[src/rtl/gtt_pkg.sv]
// shared types, widths and reset constants of the gated triangle tone generator
package gtt_pkg;

  // field and register widths
  localparam int unsigned PHASE_W    = 18;
  localparam int unsigned RATE_W     = 18;
  localparam int unsigned FREQ_W     = 15;
  localparam int unsigned AMP_W      = 16;
  localparam int unsigned SAMPLE_W   = 16;
  localparam int unsigned CFG_IDX_W  = 2;
  localparam int unsigned CFG_DATA_W = 18;

  // default number of fraction bits of the wave
  localparam int unsigned FRAC_BITS_DEF = 16;

  // register reset values
  localparam logic [RATE_W-1:0]  SAMPLE_RATE_RST = RATE_W'(48000);
  localparam logic [FREQ_W-1:0]  TONE_FREQ_RST   = FREQ_W'(440);
  localparam logic [AMP_W-1:0]   AMPLITUDE_RST   = AMP_W'(16384);
  localparam logic [PHASE_W-1:0] PERIOD_RST      = PHASE_W'(48000 / 440);

  // largest sample magnitude
  localparam logic [SAMPLE_W-2:0] SAMPLE_MAX = {(SAMPLE_W-1){1'b1}};

  // entries of the job queue between front and back
  localparam int unsigned QUEUE_DEPTH = 2;

  // configuration register index
  typedef enum logic [CFG_IDX_W-1:0] {
    REG_SAMPLE_RATE = 2'd0,
    REG_TONE_FREQ   = 2'd1,
    REG_AMPLITUDE   = 2'd2
  } cfg_reg_e;

  // one input frame tick
  typedef struct packed {
    logic key_pressed;
    logic end_of_buffer;
  } in_t;

  // one output frame
  typedef struct packed {
    logic signed [SAMPLE_W-1:0] left_sample;
    logic signed [SAMPLE_W-1:0] right_sample;
    logic                       last_of_buffer;
  } out_t;

  // classified frame handed from front to back
  typedef struct packed {
    logic               compute;
    logic               last;
    logic [PHASE_W-1:0] phase;
  } job_t;

endpackage

[src/rtl/gtt_fifo.sv]
// short job queue between the front and the back
module gtt_fifo
  import gtt_pkg::*;
(
  input  logic clk_i,
  input  logic rst_ni,
  input  logic push_i,
  input  job_t push_data_i,
  input  logic pop_i,
  output job_t pop_data_o,
  output logic full_o,
  output logic empty_o
);

  localparam int unsigned PTR_W = (QUEUE_DEPTH > 1) ? $clog2(QUEUE_DEPTH) : 1;
  localparam int unsigned CNT_W = $clog2(QUEUE_DEPTH + 1);

  job_t             mem_q [QUEUE_DEPTH];
  logic [PTR_W-1:0] wr_ptr_q, wr_ptr_d;
  logic [PTR_W-1:0] rd_ptr_q, rd_ptr_d;
  logic [CNT_W-1:0] count_q, count_d;
  logic             do_push, do_pop;

  assign full_o     = (count_q == CNT_W'(QUEUE_DEPTH));
  assign empty_o    = (count_q == '0);
  assign do_push    = push_i && !full_o;
  assign do_pop     = pop_i && !empty_o;
  assign pop_data_o = mem_q[rd_ptr_q];

  // pointer and count update
  always_comb begin
    wr_ptr_d = wr_ptr_q;
    rd_ptr_d = rd_ptr_q;
    count_d  = count_q;
    if (do_push) begin
      wr_ptr_d = (wr_ptr_q == PTR_W'(QUEUE_DEPTH - 1)) ? '0 : wr_ptr_q + 1'b1;
    end
    if (do_pop) begin
      rd_ptr_d = (rd_ptr_q == PTR_W'(QUEUE_DEPTH - 1)) ? '0 : rd_ptr_q + 1'b1;
    end
    if (do_push && !do_pop) begin
      count_d = count_q + 1'b1;
    end else if (do_pop && !do_push) begin
      count_d = count_q - 1'b1;
    end
  end

  always_ff @(posedge clk_i or negedge rst_ni) begin
    if (!rst_ni) begin
      wr_ptr_q <= '0;
      rd_ptr_q <= '0;
      count_q  <= '0;
    end else begin
      wr_ptr_q <= wr_ptr_d;
      rd_ptr_q <= rd_ptr_d;
      count_q  <= count_d;
    end
  end

  // entry storage
  always_ff @(posedge clk_i) begin
    if (do_push) begin
      mem_q[wr_ptr_q] <= push_data_i;
    end
  end

endmodule

[src/rtl/gtt_div.sv]
// shared restoring divider, one quotient bit per cycle
module gtt_div #(
  parameter int unsigned QW = 18,
  parameter int unsigned DW = 18
) (
  input  logic                       clk_i,
  input  logic                       rst_ni,
  input  logic                       start_i,
  input  logic [$clog2(QW+1)-1:0]    steps_i,
  input  logic [DW-1:0]              rem_init_i,
  input  logic [QW-1:0]              num_i,
  input  logic [DW-1:0]              divisor_i,
  output logic                       busy_o,
  output logic [QW-1:0]              quot_o
);

  localparam int unsigned CW = $clog2(QW + 1);

  logic [CW-1:0] cnt_q, cnt_d;
  logic [DW-1:0] rem_q, rem_d;
  logic [QW-1:0] num_q, num_d;
  logic [DW-1:0] div_q, div_d;
  logic [DW:0]   trial;
  logic [DW:0]   diff;
  logic          ge;

  assign busy_o = (cnt_q != '0);
  assign quot_o = num_q;

  // one trial subtraction; the numerator register collects the quotient
  assign trial = {rem_q, num_q[QW-1]};
  assign diff  = trial - {1'b0, div_q};
  assign ge    = (trial >= {1'b0, div_q});

  always_comb begin
    cnt_d = cnt_q;
    rem_d = rem_q;
    num_d = num_q;
    div_d = div_q;
    if (start_i) begin
      cnt_d = steps_i;
      rem_d = rem_init_i;
      num_d = num_i;
      div_d = divisor_i;
    end else if (busy_o) begin
      cnt_d = cnt_q - 1'b1;
      rem_d = ge ? diff[DW-1:0] : trial[DW-1:0];
      num_d = {num_q[QW-2:0], ge};
    end
  end

  always_ff @(posedge clk_i or negedge rst_ni) begin
    if (!rst_ni) begin
      cnt_q <= '0;
    end else begin
      cnt_q <= cnt_d;
    end
  end

  always_ff @(posedge clk_i) begin
    rem_q <= rem_d;
    num_q <= num_d;
    div_q <= div_d;
  end

endmodule

[src/rtl/gtt_front.sv]
// front part: takes frame ticks, tracks the phase and queues jobs
module gtt_front
  import gtt_pkg::*;
(
  input  logic               clk_i,
  input  logic               rst_ni,
  input  logic               in_valid_i,
  output logic               in_stall_o,
  input  in_t                in_data_i,
  input  logic               cfg_hit_i,
  input  logic [PHASE_W-1:0] period_i,
  input  logic               period_busy_i,
  input  logic               queue_full_i,
  output logic               push_o,
  output job_t               job_o
);

  logic [PHASE_W-1:0] phase_q, phase_d;
  logic [PHASE_W:0]   phase_inc;

  // hold off while the queue is full or the period is being recomputed
  assign in_stall_o = queue_full_i || period_busy_i;
  assign push_o     = in_valid_i && !in_stall_o;

  // classify the tick
  assign job_o.compute = in_data_i.key_pressed;
  assign job_o.last    = in_data_i.end_of_buffer;
  assign job_o.phase   = phase_q;

  // phase advances on every transfer and restarts on a register write
  assign phase_inc = {1'b0, phase_q} + 1'b1;

  always_comb begin
    phase_d = phase_q;
    if (cfg_hit_i) begin
      phase_d = '0;
    end else if (push_o) begin
      phase_d = (phase_inc >= {1'b0, period_i}) ? '0 : phase_inc[PHASE_W-1:0];
    end
  end

  always_ff @(posedge clk_i or negedge rst_ni) begin
    if (!rst_ni) begin
      phase_q <= '0;
    end else begin
      phase_q <= phase_d;
    end
  end

endmodule

[src/rtl/gtt_back.sv]
// back part: period recompute, triangle divide, gain scaling and output register
module gtt_back
  import gtt_pkg::*;
#(
  parameter int unsigned FRAC_BITS = FRAC_BITS_DEF
) (
  input  logic               clk_i,
  input  logic               rst_ni,
  input  logic               cfg_hit_i,
  input  logic [RATE_W-1:0]  sample_rate_i,
  input  logic [FREQ_W-1:0]  tone_freq_i,
  input  logic [AMP_W-1:0]   amplitude_i,
  input  logic               job_avail_i,
  input  job_t               job_i,
  output logic               job_pop_o,
  output logic [PHASE_W-1:0] period_o,
  output logic               period_busy_o,
  output logic               out_valid_o,
  input  logic               out_stall_i,
  output out_t               out_data_o
);

  localparam int unsigned RW  = FRAC_BITS + 2;
  localparam int unsigned QW  = (RW > PHASE_W) ? RW : PHASE_W;
  localparam int unsigned DW  = PHASE_W;
  localparam int unsigned CW  = $clog2(QW + 1);
  localparam int unsigned XW  = FRAC_BITS + 3;
  localparam int unsigned MGW = FRAC_BITS + 1;
  localparam int unsigned MW  = MGW + AMP_W;
  localparam int unsigned SW  = MW + 15;
  localparam int unsigned PW  = SW - (FRAC_BITS + 15);

  localparam logic [XW-1:0] ONE   = XW'(1) << FRAC_BITS;
  localparam logic [XW-1:0] TWO   = XW'(2) << FRAC_BITS;
  localparam logic [XW-1:0] THREE = XW'(3) << FRAC_BITS;
  localparam logic [XW-1:0] FOUR  = XW'(4) << FRAC_BITS;

  typedef enum logic [4:0] {
    ST_IDLE  = 5'b00001,
    ST_PDIV  = 5'b00010,
    ST_TDIV  = 5'b00100,
    ST_SCALE = 5'b01000,
    ST_EMIT  = 5'b10000
  } state_e;

  state_e               state_q, state_d;
  logic                 pend_q, pend_d;
  logic [PHASE_W-1:0]   period_q, period_d;
  logic [SAMPLE_W-1:0]  held_q, held_d;
  logic                 out_valid_q, out_valid_d;
  logic                 last_q, last_d;
  logic [MW-1:0]        mul_q, mul_d;
  logic                 neg_q, neg_d;
  out_t                 out_q, out_d;

  logic                 div_start;
  logic [CW-1:0]        div_steps;
  logic [DW-1:0]        div_rem;
  logic [QW-1:0]        div_num;
  logic [DW-1:0]        div_divisor;
  logic                 div_busy;
  logic [QW-1:0]        div_quot;

  logic [XW-1:0]        r_x;
  logic [XW-1:0]        mag_x;
  logic                 mag_neg;
  logic [PHASE_W-1:0]   quot_period;
  logic [SW-1:0]        scaled;
  logic [PW-1:0]        prod;
  logic [SAMPLE_W-2:0]  sat;
  logic [SAMPLE_W-1:0]  sample;
  logic                 out_free;

  gtt_div #(
    .QW(QW),
    .DW(DW)
  ) u_div (
    .clk_i      (clk_i),
    .rst_ni     (rst_ni),
    .start_i    (div_start),
    .steps_i    (div_steps),
    .rem_init_i (div_rem),
    .num_i      (div_num),
    .divisor_i  (div_divisor),
    .busy_o     (div_busy),
    .quot_o     (div_quot)
  );

  assign period_o      = period_q;
  assign period_busy_o = pend_q || (state_q == ST_PDIV);
  assign out_valid_o   = out_valid_q;
  assign out_data_o    = out_q;
  assign out_free      = !out_valid_q || !out_stall_i;

  // divider operands: period recompute has priority over frame jobs
  always_comb begin
    if (pend_q) begin
      div_steps   = CW'(PHASE_W);
      div_rem     = '0;
      div_num     = QW'(sample_rate_i) << (QW - RATE_W);
      div_divisor = (tone_freq_i == '0) ? DW'(1) : DW'(tone_freq_i);
    end else begin
      div_steps   = CW'(RW);
      div_rem     = job_i.phase;
      div_num     = '0;
      div_divisor = period_q;
    end
  end

  // period from the quotient, at least one
  assign quot_period = (div_quot[PHASE_W-1:0] == '0) ? PHASE_W'(1) : div_quot[PHASE_W-1:0];

  // fold the ramp into a triangle magnitude and sign
  assign r_x = XW'(div_quot[RW-1:0]);

  always_comb begin
    if (r_x > THREE) begin
      mag_x   = FOUR - r_x;
      mag_neg = 1'b1;
    end else if (r_x > TWO) begin
      mag_x   = r_x - TWO;
      mag_neg = 1'b1;
    end else if (r_x > ONE) begin
      mag_x   = TWO - r_x;
      mag_neg = 1'b0;
    end else begin
      mag_x   = r_x;
      mag_neg = 1'b0;
    end
  end

  // times 32767 as shift and subtract, then drop the fraction and saturate
  assign scaled = {mul_q, 15'b0} - SW'(mul_q);
  assign prod   = scaled[SW-1:FRAC_BITS+15];
  assign sat    = (prod > PW'(SAMPLE_MAX)) ? SAMPLE_MAX : prod[SAMPLE_W-2:0];
  assign sample = neg_q ? (SAMPLE_W'(0) - {1'b0, sat}) : {1'b0, sat};

  // sequencer
  always_comb begin
    state_d     = state_q;
    pend_d      = pend_q || cfg_hit_i;
    period_d    = period_q;
    held_d      = held_q;
    out_valid_d = out_valid_q;
    last_d      = last_q;
    mul_d       = mul_q;
    neg_d       = neg_q;
    out_d       = out_q;
    div_start   = 1'b0;
    job_pop_o   = 1'b0;

    if (out_valid_q && !out_stall_i) begin
      out_valid_d = 1'b0;
    end

    unique case (state_q)
      ST_IDLE: begin
        if (pend_q) begin
          div_start = 1'b1;
          pend_d    = cfg_hit_i;
          state_d   = ST_PDIV;
        end else if (job_avail_i) begin
          job_pop_o = 1'b1;
          last_d    = job_i.last;
          if (job_i.compute) begin
            div_start = 1'b1;
            state_d   = ST_TDIV;
          end else begin
            state_d = ST_EMIT;
          end
        end
      end
      ST_PDIV: begin
        if (!div_busy) begin
          period_d = quot_period;
          state_d  = ST_IDLE;
        end
      end
      ST_TDIV: begin
        if (!div_busy) begin
          mul_d   = mag_x[MGW-1:0] * amplitude_i;
          neg_d   = mag_neg;
          state_d = ST_SCALE;
        end
      end
      ST_SCALE: begin
        held_d  = sample;
        state_d = ST_EMIT;
      end
      ST_EMIT: begin
        if (out_free) begin
          out_d.left_sample    = held_q;
          out_d.right_sample   = held_q;
          out_d.last_of_buffer = last_q;
          out_valid_d          = 1'b1;
          state_d              = ST_IDLE;
        end
      end
      default: begin
        state_d = ST_IDLE;
      end
    endcase
  end

  always_ff @(posedge clk_i or negedge rst_ni) begin
    if (!rst_ni) begin
      state_q     <= ST_IDLE;
      pend_q      <= 1'b0;
      period_q    <= PERIOD_RST;
      held_q      <= '0;
      out_valid_q <= 1'b0;
    end else begin
      state_q     <= state_d;
      pend_q      <= pend_d;
      period_q    <= period_d;
      held_q      <= held_d;
      out_valid_q <= out_valid_d;
    end
  end

  always_ff @(posedge clk_i) begin
    last_q <= last_d;
    mul_q  <= mul_d;
    neg_q  <= neg_d;
    out_q  <= out_d;
  end

endmodule

[src/rtl/gated_triangle_tone_generator.sv]
// top level of the gated triangle tone generator: registers, front, queue and back
//
//   channel  direction  handshake            payload
//   in       input      in_valid_i/in_stall_o    in_data_i  (key_pressed, end_of_buffer)
//   out      output     out_valid_o/out_stall_i  out_data_o (left/right sample, last)
//   cfg      input      cfg_we_i                 cfg_idx_i, cfg_wdata_i
//
// a frame with the key down is divided on the shared divider, which produces one quotient
// bit per cycle; a frame with the key up skips the divide and the scaling.
// a register write recomputes the period on the same divider, and input is stalled while
// it runs. reset loads the default registers and a period of 109.
// the queue holds two ticks and the output register lets the back finish while out stalls.
module gated_triangle_tone_generator
  import gtt_pkg::*;
#(
  parameter int unsigned FRAC_BITS = FRAC_BITS_DEF
) (
  input  logic                  clk_i,
  input  logic                  rst_ni,
  input  logic                  in_valid_i,
  output logic                  in_stall_o,
  input  in_t                   in_data_i,
  output logic                  out_valid_o,
  input  logic                  out_stall_i,
  output out_t                  out_data_o,
  input  logic                  cfg_we_i,
  input  logic [CFG_IDX_W-1:0]  cfg_idx_i,
  input  logic [CFG_DATA_W-1:0] cfg_wdata_i
);

  logic [RATE_W-1:0]  sample_rate_q;
  logic [FREQ_W-1:0]  tone_freq_q;
  logic [AMP_W-1:0]   amplitude_q;
  logic               cfg_hit;
  logic [PHASE_W-1:0] period;
  logic               period_busy;
  logic               push;
  job_t               push_job;
  logic               pop;
  job_t               head_job;
  logic               queue_full;
  logic               queue_empty;

  // register decode; an unknown index is ignored
  always_comb begin
    cfg_hit = 1'b0;
    if (cfg_we_i) begin
      unique case (cfg_idx_i)
        REG_SAMPLE_RATE, REG_TONE_FREQ, REG_AMPLITUDE: cfg_hit = 1'b1;
        default:                                       cfg_hit = 1'b0;
      endcase
    end
  end

  always_ff @(posedge clk_i or negedge rst_ni) begin
    if (!rst_ni) begin
      sample_rate_q <= SAMPLE_RATE_RST;
      tone_freq_q   <= TONE_FREQ_RST;
      amplitude_q   <= AMPLITUDE_RST;
    end else if (cfg_we_i) begin
      unique case (cfg_idx_i)
        REG_SAMPLE_RATE: sample_rate_q <= cfg_wdata_i[RATE_W-1:0];
        REG_TONE_FREQ:   tone_freq_q   <= cfg_wdata_i[FREQ_W-1:0];
        REG_AMPLITUDE:   amplitude_q   <= cfg_wdata_i[AMP_W-1:0];
        default: ;
      endcase
    end
  end

  gtt_front u_front (
    .clk_i         (clk_i),
    .rst_ni        (rst_ni),
    .in_valid_i    (in_valid_i),
    .in_stall_o    (in_stall_o),
    .in_data_i     (in_data_i),
    .cfg_hit_i     (cfg_hit),
    .period_i      (period),
    .period_busy_i (period_busy),
    .queue_full_i  (queue_full),
    .push_o        (push),
    .job_o         (push_job)
  );

  gtt_fifo u_fifo (
    .clk_i       (clk_i),
    .rst_ni      (rst_ni),
    .push_i      (push),
    .push_data_i (push_job),
    .pop_i       (pop),
    .pop_data_o  (head_job),
    .full_o      (queue_full),
    .empty_o     (queue_empty)
  );

  gtt_back #(
    .FRAC_BITS(FRAC_BITS)
  ) u_back (
    .clk_i         (clk_i),
    .rst_ni        (rst_ni),
    .cfg_hit_i     (cfg_hit),
    .sample_rate_i (sample_rate_q),
    .tone_freq_i   (tone_freq_q),
    .amplitude_i   (amplitude_q),
    .job_avail_i   (!queue_empty),
    .job_i         (head_job),
    .job_pop_o     (pop),
    .period_o      (period),
    .period_busy_o (period_busy),
    .out_valid_o   (out_valid_o),
    .out_stall_i   (out_stall_i),
    .out_data_o    (out_data_o)
  );

endmodule
[config.mk]
export PLATFORM = sky130hd
export DESIGN_NAME = gated_triangle_tone_generator
export DESIGN_NICKNAME = d
export VERILOG_FILES = /design/src/rtl/gtt_pkg.sv /design/src/rtl/gtt_fifo.sv /design/src/rtl/gtt_div.sv /design/src/rtl/gtt_front.sv /design/src/rtl/gtt_back.sv /design/src/rtl/gated_triangle_tone_generator.sv
export SDC_FILE = /design/constraint.sdc
export NUM_CORES = 1
export LEC_CHECK = 0
export ABC_AREA = 1
export BUFFER_PORTS_ARGS = -buffer_cell sky130_fd_sc_hd__buf_2
export CELL_PAD_IN_SITES_DETAIL_PLACEMENT = 1
export CELL_PAD_IN_SITES_GLOBAL_PLACEMENT = 1
export CORE_MARGIN = 2
export CORE_UTILIZATION = 50
export CTS_BUF_LIST = sky130_fd_sc_hd__clkbuf_16
export CTS_CLUSTER_SIZE = 30
export DETAILED_ROUTE_END_ITERATION = 16
export GPL_TIMING_DRIVEN = 0
export PLACE_DENSITY_LB_ADDON = 0.1
export SYNTH_ARGS = -nofsm -noshare
export SYNTH_HDL_FRONTEND = slang
export SYNTH_SLANG_ARGS = --single-unit
[constraint.sdc]
create_clock -name clk_i -period 8.34 [get_ports clk_i]
set_clock_uncertainty 0.2 [all_clocks]
set_input_delay 0.834 -clock clk_i [delete_from_list [all_inputs] [get_ports clk_i]]
set_output_delay 0.834 -clock clk_i [all_outputs]
set_load 0.02 [all_outputs]
## After elaboration in Yosys (flattened, before gate mapping)

Memories as Yosys holds them, arrays and structs flattened.
Cells that the tools add are included.

| word-level totals | value |
|---|---|
| memories | 1 |
| logic and storage cells | 138 |
| RAM bits | 40 |
| register bits | 223 |
| output and inout bits | 35 |
| input bits | 27 |
| latch bits | 0 |
| ROM bits | 0 |

| cells by class | value |
|---|---|
| mux-type cells | 48 |
| eq/ne operators | 12 |
| divide/modulo/power cells | 0 |
| $mul | 1 |
| order comparisons | 6 |
| $add $sub $neg | 12 |
| reductions and logical operators | 34 |
| bitwise gates (word level) | 3 |
| shift operators | 0 |

Memories:

| memory | depth | width | rd ports | clocked after Yosys merged registers in | wr ports | line | text |
|---|---|---|---|---|---|---|---|
| u_fifo.mem_q | 2 | 20 | 1 | 0 | 1 | gtt_fifo.sv:18 | `job_t mem_q [QUEUE_DEPTH];` |

Operators by type and width:

| operator | count |
|---|---|
| 2-to-1 mux 18 bit | 12 |
| 2-to-1 mux 17 bit | 3 |
| subtractor 48 x 33 -> 48 bit | 1 |
| 2-to-1 mux 5 bit | 8 |
| >= comparator 19 x 18 -> 1 bit | 2 |
| greater-than comparator 18 bit (second input constant) | 2 |
| subtractor 1 x 17 -> 17 bit (first input constant) | 2 |
| multiplier 17 x 16 -> 33 bit | 1 |
| 2-to-1 mux 15 bit | 2 |
| one-hot mux 5 bit (5 select lines) | 1 |
| adder 18 x 1 -> 19 bit (second input constant) | 1 |
| 2-to-1 mux 1 bit | 19 |
| greater-than comparator 18 x 17 -> 1 bit (second input constant) | 1 |
| logical NOT 18 bit | 1 |
| subtractor 18 bit | 1 |
| greater-than comparator 17 x 15 -> 1 bit (second input constant) | 1 |
| subtractor 17 x 1 -> 17 bit (second input constant) | 1 |
| 2-to-1 mux 16 bit | 1 |
| subtractor 1 x 15 -> 16 bit (first input constant) | 1 |
| logical NOT 15 bit | 1 |
| AND reduction 2 bit | 6 |
| logical NOT 1 bit | 7 |
| logical AND 1 bit | 6 |
| nonzero test 2 bit | 3 |
| other kinds (22) | 32 |

## Logic depth before layout (Yosys ltp)

| logic depth | value |
|---|---|
| depth in word-level cells | 10 |
| mapped depth | 42 |

## Modules after synthesis

From an unflattened synthesis, not the netlist that was laid out.

| unflattened totals | value |
|---|---|
| cell total of the unflattened synthesis | 3130 |
| area total of the unflattened synthesis | 24793.8 µm² |

Modules (own cells, without submodules):

| module | cells each | sequential area each (µm²) | area an instance (µm²) | instances |
|---|---|---|---|---|
| gtt_back | 2018 | 2595.0 | 15298.4 | 1 |
| gtt_div | 467 | 1746.7 | 3801.1 | 1 |
| gated_triangle_tone_generator | 220 | 1242.4 | 2104.5 | 1 |
| gtt_front | 289 | 450.4 | 1901.8 | 1 |
| gtt_fifo | 136 | 1301.2 | 1687.9 | 1 |

## Worst setup path before layout

No wires, ideal clock.

| timing path | value |
|---|---|
| path type | reg-to-reg |
| start point | reg u_back.u_div.num_q[0] (netlist: u_back.u_div.quot_o[0]) |
| end point | reg u_back.mul_q[32] (data pin) |
| library setup time | 261 ps |
| clock period less this slack | 7646 ps |
| required time | 7879 ps |
| slack | 694 ps |
| stages on the path, launching flop included | 38 |
| arrival | 7185 ps |
| buffers on the path | 1 |
| cell sequence | edfxtp_1 buf_2 inv_1 ha_1 inv_1 nor3_4 nand3_2 nor2_2 nand2_2 inv_2 nand2_2 nor2_4 inv_2 o21ai_4 nand2_1 xor2_1 inv_1 nor2_1 (+2 left out) fa_1 fa_1 fa_1 inv_1 fa_1 inv_1 fa_1 inv_1 ha_1 a21oi_1 o21a_1 o21ai_0 a21oi_1 o21ai_0 a21oi_1 nor3_1 nand3b_1 xor2_1 |

| between the ends | value |
|---|---|
| word-level cells in the longest chain between the ends | 5 |

Ends and longest elaborated chain:

| what | line | text |
|---|---|---|
| from (decl) | gtt_div.sv:21 | `logic [QW-1:0] num_q, num_d;` |
| from (signal assigned) | gtt_div.sv:62 | `num_q <= num_d;` |
| subtractor 1 x 17 -> 17 bit or greater-than comparator 18 x 17 -> 1 bit (tied branches) | gtt_back.sv:118, gtt_back.sv:124, gtt_back.sv:123 |  |
| 2-to-1 mux 17 bit | gtt_back.sv:123 | `end else if (r_x > ONE) begin` |
| 2-to-1 mux 17 bit | gtt_back.sv:120 | `end else if (r_x > TWO) begin` |
| 2-to-1 mux 17 bit (*) | gtt_back.sv:117 | `if (r_x > THREE) begin` |
| multiplier 17 x 16 -> 33 bit (*) | gtt_back.sv:181 | `mul_d = mag_x[MGW-1:0] * amplitude_i;` |
| to (signal assigned) | gtt_back.sv:223 | `mul_q <= mul_d;` |
| to (decl) | gtt_back.sv:52 | `logic [MW-1:0] mul_q, mul_d;` |

Mark *: on every way between the ends. The rest lies on a longest branch, timed or not.
A chain may end at the register's enable or synchronous reset.

## Worst setup path in the final report

| timing path | value |
|---|---|
| start point | reg u_back.u_div.num_q[0] (netlist: u_back.u_div.quot_o[0]) |
| end point | reg u_back.mul_q[23] (data pin) |

Same word-level chain as after synthesis.

==> flow_summary.ini <==
[drt]
wl_per_cell_um = 21.2
viasPerCell = 5.48
antenna_left = 0
drtPass1Iterations = 5
postRouteWirelength_um = 75100
first_iter_violations = 1230
vias = 19400
drc = 0

[global_routing]
gr-usage-met2 = 0.528
grt-ovfl-total = 0
gr-usage-met1 = 0.406
met3_usage = 0.0444
antenna_found_initial = 0
groute.usage.overall = 0.308
grt_max_degree = 92
first_global_vias = 20800
top_usage_layer = met2
grt_pass1_wl_um = 114000

[place]
post-place-cells = 3427
port_buffers = 61
placement.cell_area_um2 = 24400
hpwl_um = 59200
gp_congestion = 0.981

[clock_tree]
tritoncts = built
clk_latency_ps = 590
numCtsBuffers = 30
htree_levels = 1
clkTransAtPathRegs_ps = 60
cts_root_buffer = clkbuf_16
clock_path_buffers = 3
numClockSinks = 263

[sta]
finalWorstPathRequiredPeriod_ps = 8250
final_max_slew_viol_count = 0
relSlewSlack = 0.361
max_freq_mhz = 121
rsz0062_at_grt = yes
tns_ps = 0
fin_crit_sh = 0.989
tightest_slew_ps = 957
hold_viol_final = 0
setup_viol = 0

[worst_hold_path]
hold_class = in -> reg

[yosys]
synth_nets = 3156
ys_top_cells_by_area = edfxtp_1 (19%), fa_1 (18%), dfrtp_1 (11%)
yosysUniqueCellTypes = 59
ys.warnings.count = 0
syn_area_per_cell_um2 = 8.44
syn_inst = 2755
ys.flop_type = edfxtp_1
synth_edf_count = 146
synth_area_um2 = 23300
ys_ff_latch = 263
synth_top_area_share = 0.188
yosysSeqAreaShare = 0.315
synth_top_area_cell = edfxtp_1
synthArstFlopShare = 0.445

[finish]
final-seq-area_um2 = 7340
fin_util = 0.572
layout_common_cells = nand2_1 (571), inv_1 (518), nor2_1 (264)
n_antenna_cell = 0
final_common_cell = nand2_1
final_nets = 3317
drive_gt1_frac = 0.125
final-instance-count-excl-fill = 3547
area_delta_synth_final_pct = 13.8
fill_cells = 5562
stdcell_area_um2 = 26500
multi_input_area_um2 = 13900

[setup_path]
startpoint_type = register
critical_path_class = reg -> reg
critPathTopFamily = adder cells
worstPathArrival_ps = 8380
path_buf_inv = 15
worst_path_largest_cell_delay_ps = 590
critPathCaptureType = register
cp_common_cell = fa_1
path_max_fanout = 6
crit_slowest_cell = fa_1
timing.critical_path.required_ps = 8470

[floorplan]
floorplan.initialDensity = 0.503
io_pins = 62
num_rows = 79
die_w_um = 220
die_h_um = 220
die_area_um2 = 48300
core_um2 = 46300

[status]
status = finished clean

[flow_run]
cap_violations = 0
[layer usage]
metal  vias to the layer above  part of all wire
met3                       159             0.055
met5                         -                 0
met4                         0             0.033
met2                       546              0.48
met1                      9781              0.43
li1                       8961                 -
[synthesized netlist by cell type, drive strengths merged, types with 11 or more instances]
cell type and instances:
dfstp 19, clkbuf 55, nand4 28, nand3 104, nor3 32, fa 209
buf 28, a21oi 86, nor2 294, xnor2 24, edfxtp 146, o21ai 176
xor2 53, o22ai 11, nand2 596, dfrtp 98, inv 536, ha 165
nor4 12
[cells by family (layout without fill, tap and decap cells)]
kind of cell,Yosys count,count (layout),share of synthesized area
flops,263,263,0.315
compound gates,328,328,0.0790
simple gates,1079,1079,0.196
buf+inv,622,807,0.105
fa+ha+maj,374,374,0.269
mux,12,12,0.00527
xor+xnor,77,77,0.0309
[timing repair]
| item | 4_1_cts | 5_1_grt |
|---|---|---|
| resized for setup | 39 | 83 |
| hold buffers | 1 | 0 |
| setup buffers | 25 | 37 |
| pin swaps | 10 | 54 |
| setup endpoints to repair | 20 | 17 |
| cloned | 0 | 1 |
| hold endpoints to repair | 25 | 0 |
[through the flow]
step | hold WS [ps] | setup WS (ps)
floorplan | 200 | 694
global placement | 231 | -959
detailed placement | 239 | -1070
CTS | 218 | 2.12
global route | 224 | -214
finish | 235 | 89.7
[cell type report]
cell class | instances | area share
repair buffers | 129 | 0.0337
flip-flops and latches | 263 | 0.277
multi-input cells | 1870 | 0.525
well taps | 607 | 0.0287
clock buffers | 30 | 0.0284
clock inverters | 26 | 0.0115
inverters | 539 | 0.0782
plain buffers | 83 | 0.0179
[state kept, by name, summed over array words and instances, names as in the netlist, 2 cells and up]
| register | flops |
|---|---|
| amplitude_q | 16 |
| sample_rate_q | 18 |
| tone_freq_q | 15 |
| u_back.held_q | 16 |
| u_back.mul_q | 33 |
| u_back.out_data_o | 17 |
| u_back.period_o | 18 |
| u_back.state_q | 5 |
| u_back.u_div.cnt_q | 5 |
| u_back.u_div.div_q | 18 |
| u_back.u_div.quot_o | 18 |
| u_back.u_div.rem_q | 18 |
| u_fifo.count_q | 2 |
| u_fifo.mem_q | 40 |
| u_front.phase_q | 18 |
[final timing paths]
kind	from	endpoint	slack [ps]	depth (start not counted)
max in group asynchronous	rst_ni	u_back.period_o[5]	6610	3
max reg2reg	u_back.u_div.quot_o[0]	u_back.mul_q[23]	90	40
min in group asynchronous	rst_ni	u_back.held_q[4]	490	2
min	in_data_i[0]	u_fifo.mem_q[0][18]	240	1
min reg2reg	u_back.held_q[6]	u_back.out_data_o[23]	250	0
max	u_back.u_div.quot_o[0]	u_back.mul_q[23]	90	40
Power is left out: the tool's default activity adds up to more than one toggle a clock period on the data nets, which glitch-free logic cannot reach.
